$ cat src/hw/rtl/jeo_pkg.sv
`timescale 1ns / 1ps
// ----------------------------------------------------------------------------
// jeo_pkg
// Shared widths and controller/datapath signal groups for the Josephus
// elimination order block.
// ----------------------------------------------------------------------------
package jeo_pkg;

  localparam int LBL_W     = 7;
  localparam int STEP_W    = 10;
  localparam int MOD_CNT_W = $clog2(STEP_W);

  typedef struct packed {
    logic load;
    logic mod_step;
    logic walk;
    logic final_emit;
  } jeo_cmd_t;

  typedef struct packed {
    logic in_n_zero;
    logic in_n_one;
    logic mod_last;
    logic victim;
    logic last_kill;
    logic out_free;
  } jeo_sts_t;

endpackage

$ cat src/hw/rtl/jeo_if.sv
`timescale 1ns / 1ps
// ----------------------------------------------------------------------------
// jeo_in_if / jeo_out_if
// Valid/ready channels for requests and for elimination results.
// ----------------------------------------------------------------------------
interface jeo_in_if;
  logic                        valid;
  logic                        ready;
  logic [jeo_pkg::LBL_W-1:0]   people_count;
  logic [jeo_pkg::STEP_W-1:0]  step_count;

  modport source (output valid, output people_count, output step_count, input ready);
  modport sink   (input valid, input people_count, input step_count, output ready);
endinterface

interface jeo_out_if;
  logic                      valid;
  logic                      ready;
  logic [jeo_pkg::LBL_W-1:0] label;
  logic                      last;

  modport source (output valid, output label, output last, input ready);
  modport sink   (input valid, input label, input last, output ready);
endinterface

$ cat src/hw/rtl/jeo_ctrl.sv
`timescale 1ns / 1ps
// ----------------------------------------------------------------------------
// jeo_ctrl
// Sequencer: request load, step-modulo iterations, ring walk, survivor.
// ----------------------------------------------------------------------------
module jeo_ctrl (
  input  logic              clk,
  input  logic              rst_n,
  input  logic              in_valid,
  output logic              in_rdy,
  input  jeo_pkg::jeo_sts_t sts,
  output jeo_pkg::jeo_cmd_t cmd
);

  typedef enum logic [3:0] {
    ST_IDLE  = 4'b0001,
    ST_MOD   = 4'b0010,
    ST_WALK  = 4'b0100,
    ST_FINAL = 4'b1000
  } state_t;

  state_t state_r, state_nxt;

  always_comb begin
    state_nxt      = state_r;
    cmd            = '0;
    in_rdy         = 1'b0;
    case (state_r)
      ST_IDLE: begin
        in_rdy   = 1'b1;
        cmd.load = in_valid;
        if (in_valid) begin
          if (sts.in_n_zero) begin
            state_nxt = ST_IDLE;
          end else if (sts.in_n_one) begin
            state_nxt = ST_FINAL;
          end else begin
            state_nxt = ST_MOD;
          end
        end
      end
      ST_MOD: begin
        cmd.mod_step = 1'b1;
        if (sts.mod_last) begin
          state_nxt = ST_WALK;
        end
      end
      ST_WALK: begin
        // hold the walk while a removal has no free output slot
        cmd.walk = !(sts.victim && !sts.out_free);
        if (cmd.walk && sts.victim) begin
          state_nxt = sts.last_kill ? ST_FINAL : ST_MOD;
        end
      end
      ST_FINAL: begin
        cmd.final_emit = sts.out_free;
        if (sts.out_free) begin
          state_nxt = ST_IDLE;
        end
      end
      default: begin
        state_nxt = ST_IDLE;
      end
    endcase
  end

  always_ff @(posedge clk) begin
    if (!rst_n) begin
      state_r <= ST_IDLE;
    end else begin
      state_r <= state_nxt;
    end
  end

endmodule

$ cat src/hw/rtl/jeo_dp.sv
`timescale 1ns / 1ps
// ----------------------------------------------------------------------------
// jeo_dp
// Datapath: alive bitmap, ring pointers, shift-subtract modulo unit and
// output register.
// ----------------------------------------------------------------------------
module jeo_dp #(
  parameter int MAX_PEOPLE = 64
) (
  input  logic                        clk,
  input  logic                        rst_n,
  input  logic [jeo_pkg::LBL_W-1:0]   in_people_count,
  input  logic [jeo_pkg::STEP_W-1:0]  in_step_count,
  input  jeo_pkg::jeo_cmd_t           cmd,
  output jeo_pkg::jeo_sts_t           sts,
  output logic                        out_valid,
  input  logic                        out_ready,
  output logic [jeo_pkg::LBL_W-1:0]   out_label,
  output logic                        out_last
);

  localparam int SLOT_W = $clog2(MAX_PEOPLE);
  localparam int CNT_W  = $clog2(MAX_PEOPLE + 1);

  logic [MAX_PEOPLE-1:0]          alive_r, alive_nxt;
  logic [SLOT_W-1:0]              w_r, w_nxt;
  logic [SLOT_W-1:0]              pos_r, pos_nxt;
  logic [SLOT_W-1:0]              last_r, last_nxt;
  logic [CNT_W-1:0]               rem_r, rem_nxt;
  logic [CNT_W-1:0]               left_r, left_nxt;
  logic [CNT_W-1:0]               part_r, part_nxt;
  logic [jeo_pkg::STEP_W-1:0]     div_r, div_nxt;
  logic [jeo_pkg::STEP_W-1:0]     mm1_r, mm1_nxt;
  logic [jeo_pkg::MOD_CNT_W-1:0]  mcnt_r, mcnt_nxt;
  logic                           out_valid_r, out_valid_nxt;
  logic [jeo_pkg::LBL_W-1:0]      out_label_r, out_label_nxt;
  logic                           out_last_r, out_last_nxt;

  logic [CNT_W-1:0]               n_in;
  logic [jeo_pkg::STEP_W-1:0]     mm1_in;
  logic [CNT_W:0]                 shv;
  logic [CNT_W:0]                 rem_x;
  logic [CNT_W-1:0]               part_new;
  logic [SLOT_W-1:0]              s_slot;
  logic                           alive_s;
  logic                           out_free;

  assign n_in   = (in_people_count > jeo_pkg::LBL_W'(MAX_PEOPLE)) ?
                  CNT_W'(MAX_PEOPLE) : CNT_W'(in_people_count);
  assign mm1_in = (in_step_count == '0) ? '0 :
                  in_step_count - jeo_pkg::STEP_W'(1);

  assign shv      = {part_r, div_r[jeo_pkg::STEP_W-1]};
  assign rem_x    = (CNT_W+1)'(rem_r);
  assign part_new = (shv >= rem_x) ? CNT_W'(shv - rem_x) : CNT_W'(shv);

  assign s_slot   = (w_r == last_r) ? '0 : w_r + SLOT_W'(1);
  assign alive_s  = alive_r[s_slot];
  assign out_free = !out_valid_r || out_ready;

  always_comb begin
    sts.in_n_zero = (in_people_count == '0);
    sts.in_n_one  = (in_people_count == jeo_pkg::LBL_W'(1));
    sts.mod_last  = (mcnt_r == jeo_pkg::MOD_CNT_W'(jeo_pkg::STEP_W - 1));
    sts.victim    = alive_s && (left_r == CNT_W'(1));
    sts.last_kill = (rem_r == CNT_W'(2));
    sts.out_free  = out_free;
  end

  always_comb begin
    alive_nxt     = alive_r;
    w_nxt         = w_r;
    pos_nxt       = pos_r;
    last_nxt      = last_r;
    rem_nxt       = rem_r;
    left_nxt      = left_r;
    part_nxt      = part_r;
    div_nxt       = div_r;
    mm1_nxt       = mm1_r;
    mcnt_nxt      = mcnt_r;
    out_label_nxt = out_label_r;
    out_last_nxt  = out_last_r;
    out_valid_nxt = out_valid_r && !out_ready;

    if (cmd.load) begin
      for (int i = 0; i < MAX_PEOPLE; i++) begin
        alive_nxt[i] = (CNT_W'(i) < n_in);
      end
      last_nxt = SLOT_W'(n_in - CNT_W'(1));
      w_nxt    = SLOT_W'(n_in - CNT_W'(1));
      pos_nxt  = SLOT_W'(n_in - CNT_W'(1));
      rem_nxt  = n_in;
      mm1_nxt  = mm1_in;
      div_nxt  = mm1_in;
      part_nxt = '0;
      mcnt_nxt = '0;
    end

    if (cmd.mod_step) begin
      part_nxt = part_new;
      div_nxt  = {div_r[jeo_pkg::STEP_W-2:0], 1'b0};
      mcnt_nxt = mcnt_r + jeo_pkg::MOD_CNT_W'(1);
      if (sts.mod_last) begin
        left_nxt = part_new + CNT_W'(1);
      end
    end

    if (cmd.walk) begin
      w_nxt = s_slot;
      if (alive_s) begin
        if (left_r == CNT_W'(1)) begin
          alive_nxt[s_slot] = 1'b0;
          rem_nxt           = rem_r - CNT_W'(1);
          out_valid_nxt     = 1'b1;
          out_label_nxt     = jeo_pkg::LBL_W'(s_slot) + jeo_pkg::LBL_W'(1);
          out_last_nxt      = 1'b0;
          div_nxt           = mm1_r;
          part_nxt          = '0;
          mcnt_nxt          = '0;
        end else begin
          pos_nxt  = s_slot;
          left_nxt = left_r - CNT_W'(1);
        end
      end
    end

    if (cmd.final_emit) begin
      alive_nxt[pos_r] = 1'b0;
      rem_nxt          = '0;
      out_valid_nxt    = 1'b1;
      out_label_nxt    = jeo_pkg::LBL_W'(pos_r) + jeo_pkg::LBL_W'(1);
      out_last_nxt     = 1'b1;
    end
  end

  always_ff @(posedge clk) begin
    if (!rst_n) begin
      alive_r     <= '0;
      w_r         <= '0;
      pos_r       <= '0;
      rem_r       <= '0;
      left_r      <= '0;
      mcnt_r      <= '0;
      out_valid_r <= 1'b0;
    end else begin
      alive_r     <= alive_nxt;
      w_r         <= w_nxt;
      pos_r       <= pos_nxt;
      rem_r       <= rem_nxt;
      left_r      <= left_nxt;
      mcnt_r      <= mcnt_nxt;
      out_valid_r <= out_valid_nxt;
    end
  end

  always_ff @(posedge clk) begin
    last_r      <= last_nxt;
    part_r      <= part_nxt;
    div_r       <= div_nxt;
    mm1_r       <= mm1_nxt;
    out_label_r <= out_label_nxt;
    out_last_r  <= out_last_nxt;
  end

  assign out_valid = out_valid_r;
  assign out_label = out_label_r;
  assign out_last  = out_last_r;

endmodule

$ cat src/hw/rtl/josephus_elimination_order_top.sv
`timescale 1ns / 1ps
// ----------------------------------------------------------------------------
// josephus_elimination_order_top
// Emits the Josephus elimination order of a ring of n people with step m,
// removals first, survivor last.
//
//   channel  dir  payload                      transfer
//   in_ch    in   people_count[6:0], step[9:0] valid & ready
//   out_ch   out  label[6:0], last             valid & ready
//
// A request is taken only while no run is in progress; a request with n = 0
// produces nothing. Each removal first runs the shift-subtract modulo unit, then
// walks the ring slot by slot up to the victim. Results leave through a
// one-entry output register; a removal waits while it is full and not taken.
// Reset is synchronous, active low, and clears the alive bitmap at once.
// ----------------------------------------------------------------------------
module josephus_elimination_order_top #(
  parameter int MAX_PEOPLE = 64
) (
  input  logic       clk,
  input  logic       rst_n,
  jeo_in_if.sink     in_ch,
  jeo_out_if.source  out_ch
);

  jeo_pkg::jeo_cmd_t cmd;
  jeo_pkg::jeo_sts_t sts;
  logic              in_rdy;

  jeo_ctrl u_ctrl (
    .clk      (clk),
    .rst_n    (rst_n),
    .in_valid (in_ch.valid),
    .in_rdy   (in_rdy),
    .sts      (sts),
    .cmd      (cmd)
  );

  jeo_dp #(
    .MAX_PEOPLE (MAX_PEOPLE)
  ) u_dp (
    .clk             (clk),
    .rst_n           (rst_n),
    .in_people_count (in_ch.people_count),
    .in_step_count   (in_ch.step_count),
    .cmd             (cmd),
    .sts             (sts),
    .out_valid       (out_ch.valid),
    .out_ready       (out_ch.ready),
    .out_label       (out_ch.label),
    .out_last        (out_ch.last)
  );

  assign in_ch.ready = in_rdy;

endmodule

$ cat src/flat_wrapper.sv
// flat-port wrapper written by rule: the top's interface ports become plain ports
module josephus_elimination_order_top_flat 
#(
  parameter int MAX_PEOPLE = 64
)
  (clk, rst_n, in_ch_valid, in_ch_people_count, in_ch_step_count, in_ch_ready, out_ch_valid, out_ch_label, out_ch_last, out_ch_ready);
  jeo_in_if in_ch_i ();
  jeo_out_if out_ch_i ();
  input  logic clk;
  input  logic rst_n;
  input wire logic [$bits(in_ch_i.valid)-1:0] in_ch_valid;
  input wire logic [$bits(in_ch_i.people_count)-1:0] in_ch_people_count;
  input wire logic [$bits(in_ch_i.step_count)-1:0] in_ch_step_count;
  output wire logic [$bits(in_ch_i.ready)-1:0] in_ch_ready;
  output wire logic [$bits(out_ch_i.valid)-1:0] out_ch_valid;
  output wire logic [$bits(out_ch_i.label)-1:0] out_ch_label;
  output wire logic [$bits(out_ch_i.last)-1:0] out_ch_last;
  input wire logic [$bits(out_ch_i.ready)-1:0] out_ch_ready;
  assign in_ch_i.valid = in_ch_valid;
  assign in_ch_i.people_count = in_ch_people_count;
  assign in_ch_i.step_count = in_ch_step_count;
  assign in_ch_ready = in_ch_i.ready;
  assign out_ch_valid = out_ch_i.valid;
  assign out_ch_label = out_ch_i.label;
  assign out_ch_last = out_ch_i.last;
  assign out_ch_i.ready = out_ch_ready;
  josephus_elimination_order_top #(.MAX_PEOPLE(MAX_PEOPLE)) u_core (.clk(clk), .rst_n(rst_n), .in_ch(in_ch_i), .out_ch(out_ch_i));
endmodule
$ cat config.mk
export PLATFORM = sky130hd
export DESIGN_NAME = josephus_elimination_order_top_flat
export DESIGN_NICKNAME = d
export VERILOG_FILES = /design/src/hw/rtl/jeo_pkg.sv /design/src/hw/rtl/jeo_if.sv /design/src/hw/rtl/jeo_ctrl.sv /design/src/hw/rtl/jeo_dp.sv /design/src/hw/rtl/josephus_elimination_order_top.sv /design/src/flat_wrapper.sv
export SDC_FILE = /design/constraint.sdc
export NUM_CORES = 1
export LEC_CHECK = 0
export BUFFER_PORTS_ARGS = -buffer_cell sky130_fd_sc_hd__buf_2
export CAP_MARGIN = 30
export CORE_UTILIZATION = 35
export CTS_CLUSTER_DIAMETER = 60
export DETAILED_ROUTE_END_ITERATION = 10
export HOLD_SLACK_MARGIN = 0.05
export PLACE_DENSITY = 0.49
export REMOVE_ABC_BUFFERS = 1
export SYNTH_ARGS = -nofsm -noshare
export SYNTH_HDL_FRONTEND = slang
export SYNTH_HIERARCHICAL = 1
export SYNTH_SLANG_ARGS = --single-unit
$ cat constraint.sdc
create_clock -name clk -period 11.25 [get_ports clk]
set_input_delay 0.5625 -clock clk [delete_from_list [all_inputs] [get_ports clk]]
set_output_delay 0.5625 -clock clk [all_outputs]
set_load 0.01 [all_outputs]
==> run metrics <==
P_int between 1 and 1.5 mW; initial antenna violation count 0; register area share after synthesis 34.3%; Via density 6.06; placed insts roughly 1400; Starting Density 36.1%; Fin Setup TNS 0 ns; # clock sinks 140; post-synthesis cell count 1118; Avg Inst Size Synth 7.91 sq um; critical path class flip-flop to flip-flop; Max-cap violations 0; CP max stage delay 0.95 ns; Num CTS Buffers 17; root buf cell clkbuf_16; CP Buf/Inv Count 2; final period demand of the worst path 5.95 ns; count of unique library cells instantiated by Yosys between 80 and 90; routed wire length 32.4 mm; # IOs 31; Worst Hold Class flip-flop to flip-flop; gpl congestion 0.946; crit end category flip-flop; clk_lat worst skew 0.43 ns; pre-CTS WS 5.43 ns; Post-synth EDFFs 23; first-pass detailed-route iteration total 5; CTS tree built; CP cell instances ha_1 > xor2_4 > mux4_2 > o211ai_1 > o211ai_1 > o31ai_2 > and4_1 > nor2_1 > a21oi_1 > buf_4 > inv_1 > nor2_1 > nand2_1 > or3_1 > a22o_1; largest net degree at the start of global routing 74; Net Sw Frac between 40% and 50%; First DRT Iteration DRCs 997; worst slew pin tran 1.04 ns; RSZ-0062 raised after global routing false; vias in the first global route between 8000 and 9000; combinational share of power roughly 42%; Final Setup Violations 0; die area 25900 sq um; largest delay contributor family on the critical path simple AND/OR/NAND/NOR gates; via count between 8000 and 9000; Yosys reg bits 140; IO Port Bufs 30; Sw Pwr 984 uW; Rel. slew slack 30.0%; clock share of power 24.3%; area of the mapped netlist 8850 sq um; DP HPWL between 20 and 25 mm; Reg clk slew, reported paths about 0.060 ns; Max VDD drop 0.102 mV; total grt overflow 0; Sequential Power Share 33.6%; DRC 0; Leakage 3.43 nW; Hold Violations, Final 0; most common flop cell mapped by yosys dfxtp_1; PnR worst setup slack between 5 and 6 ns; Tcrit/Tclk final 52.9%; Async S/R FF share, synth 0%; CP max-delay cell dfxtp_2; clock buffer depth 2; Critical Path RT 11.57 ns; Layout Nets 1148; Final Max Tran Viols 0; fin cells 1446; total track usage 25.3%; hold slack final between 0.4 and 0.5 ns; layout cells sized above 1 around 11%; core area 24500 sq um; row count between 50 and 60; die span in x 161 um; post-CTS setup buffer count 0; PwrDens about 240 nW/um^2; Fin Clk Skew 0.00761 ns; # diodes 0; outcome finished, final reports clean; CP Launch Type flip-flop; Area Growth Syn to Fin 11.0%; CP Data Arrival Time 6.27 ns; Fmax achieved around 170 MHz; ANT nets after route 0; Die H 161 um; yosys warns 6; Routed wire per std cell ~22 um; Overall Power between 2 and 2.5 mW; first-pass GRT wire length roughly 50 mm; cts hold-fix bufs 0; Max FO, Critical Path 32; post-CTS sizing 0; H-tree levels 4
-- power by group through the flow --
stage                     registers (mW)  clock network [mW]  logic (mW)
after floorplan                    0.734                   0       0.724
after global placement             0.799                   0       0.964
after detailed placement           0.794                   0       0.970
after CTS                          0.785               0.582       0.975
after global routing               0.802               0.605        1.10
final                              0.791               0.574       0.993
-- kinds of logic after synthesis --
family / after synthesis / synth area share [%]
adder cells (fa/ha/maj): 18 / 2.63
XOR/XNOR: 29 / 3.25
AND/OR/NAND/NOR: 405 / 22.4
buffers and inverters: 112 / 5.37
flip-flops: 140 / 34.3
AO/OA/AOI/OAI: 377 / 26.5
multiplexers: 37 / 5.66
-- final timing paths --
kind | from | endpoint | slack [ns] | cells past startpoint
min | u_core/u_dp/mm1_r[3] | u_core/u_dp/div_r[3] | 0.45 | 2
max | u_core/u_dp/w_r[0] | u_core/u_dp/left_r[5] | 5.30 | 15
max reg2reg | u_core/u_dp/w_r[0] | u_core/u_dp/left_r[5] | 5.30 | 15
min reg2reg | u_core/u_dp/mm1_r[3] | u_core/u_dp/div_r[3] | 0.45 | 2
-- cell usage in the layout, fill, tap and decap left out, types with 18 or more instances in the layout --
master / count
a21oi_1: 122
buf_2: 31
dfxtp_1: 116
edfxtp_1: 23
inv_1: 40
mux2i_1: 20
nand2_1: 99
nand3_1: 40
nor2_1: 128
nor3_1: 31
o2111ai_1: 23
o211ai_1: 19
o21ai_0: 110
xnor2_1: 18
-- cells in the mapped netlist (all sizes together) (8+ instances only) --
| cell type | instances | area (sq um) |
|---|---|---|
| a211oi | 17 | 128 |
| a21oi | 122 | 611 |
| a31oi | 17 | 106 |
| and3 | 11 | 68.8 |
| buf | 18 | 123 |
| clkbuf | 53 | 199 |
| dfxtp | 117 | 2340 |
| edfxtp | 23 | 691 |
| ha | 17 | 213 |
| inv | 41 | 154 |
| mux2 | 8 | 90.1 |
| mux2i | 20 | 200 |
| mux4 | 9 | 210 |
| nand2 | 100 | 378 |
| nand2b | 11 | 68.8 |
| nand3 | 42 | 220 |
| nand3b | 8 | 60.1 |
| nand4 | 13 | 93.8 |
| nor2 | 129 | 487 |
| nor3 | 37 | 216 |
| o2111ai | 23 | 201 |
| o211ai | 20 | 155 |
| o21ai | 113 | 566 |
| or3 | 14 | 87.6 |
| xnor2 | 20 | 190 |
| xor2 | 9 | 97.6 |
-- stage by stage --
stage | utilization [%] | instance area, sq um
after floorplan | - | 8530
after global placement | 37.4 | 9190
after detailed placement | 37.6 | 9230
after CTS | 40.0 | 9810
after global routing | 40.0 | 9820
final | 40.0 | 9820
-- per-layer routing --
metal	GRT usage (%)	share of wire, %
met5	0	0
met4	9.35	3.2
met3	6.47	9.8
met2	35.1	41
met1	37.1	46
-- flip-flops by register name, indices dropped and copies added (netlist names) --
name	count
u_core/u_ctrl/state_r	4
u_core/u_dp/left_r	7
u_core/u_dp/div_r	10
u_core/u_dp/mm1_r	10
u_core/u_dp/part_r	7
u_core/u_dp/alive_r	64
u_core/u_dp/pos_r	6
u_core/u_dp/w_r	6
u_core/u_dp/last_r	6
u_core/u_dp/out_label	7
u_core/u_dp/out_last	1
u_core/u_dp/mcnt_r	4
u_core/u_dp/rem_r	7
u_core/u_dp/out_valid	1
-- area by class of cell --
cell class	instances	area (sq um)
Clock inverter	13	149
Fill cell	2600	14700
Tap cell	324	405
Clock buffer	19	433
Sequential cell	140	3030
Inverter	41	154
Multi-Input combinational cell	866	5390
Timing Repair Buffer	43	256
-- worst min-delay path, cell delays in order, from the launching register on --
cell and delay [ns]:
edfxtp_1 0.32, nand2_1 0.04, o21ai_0 0.05
Note: power is estimated with default switching activity, not from simulation.
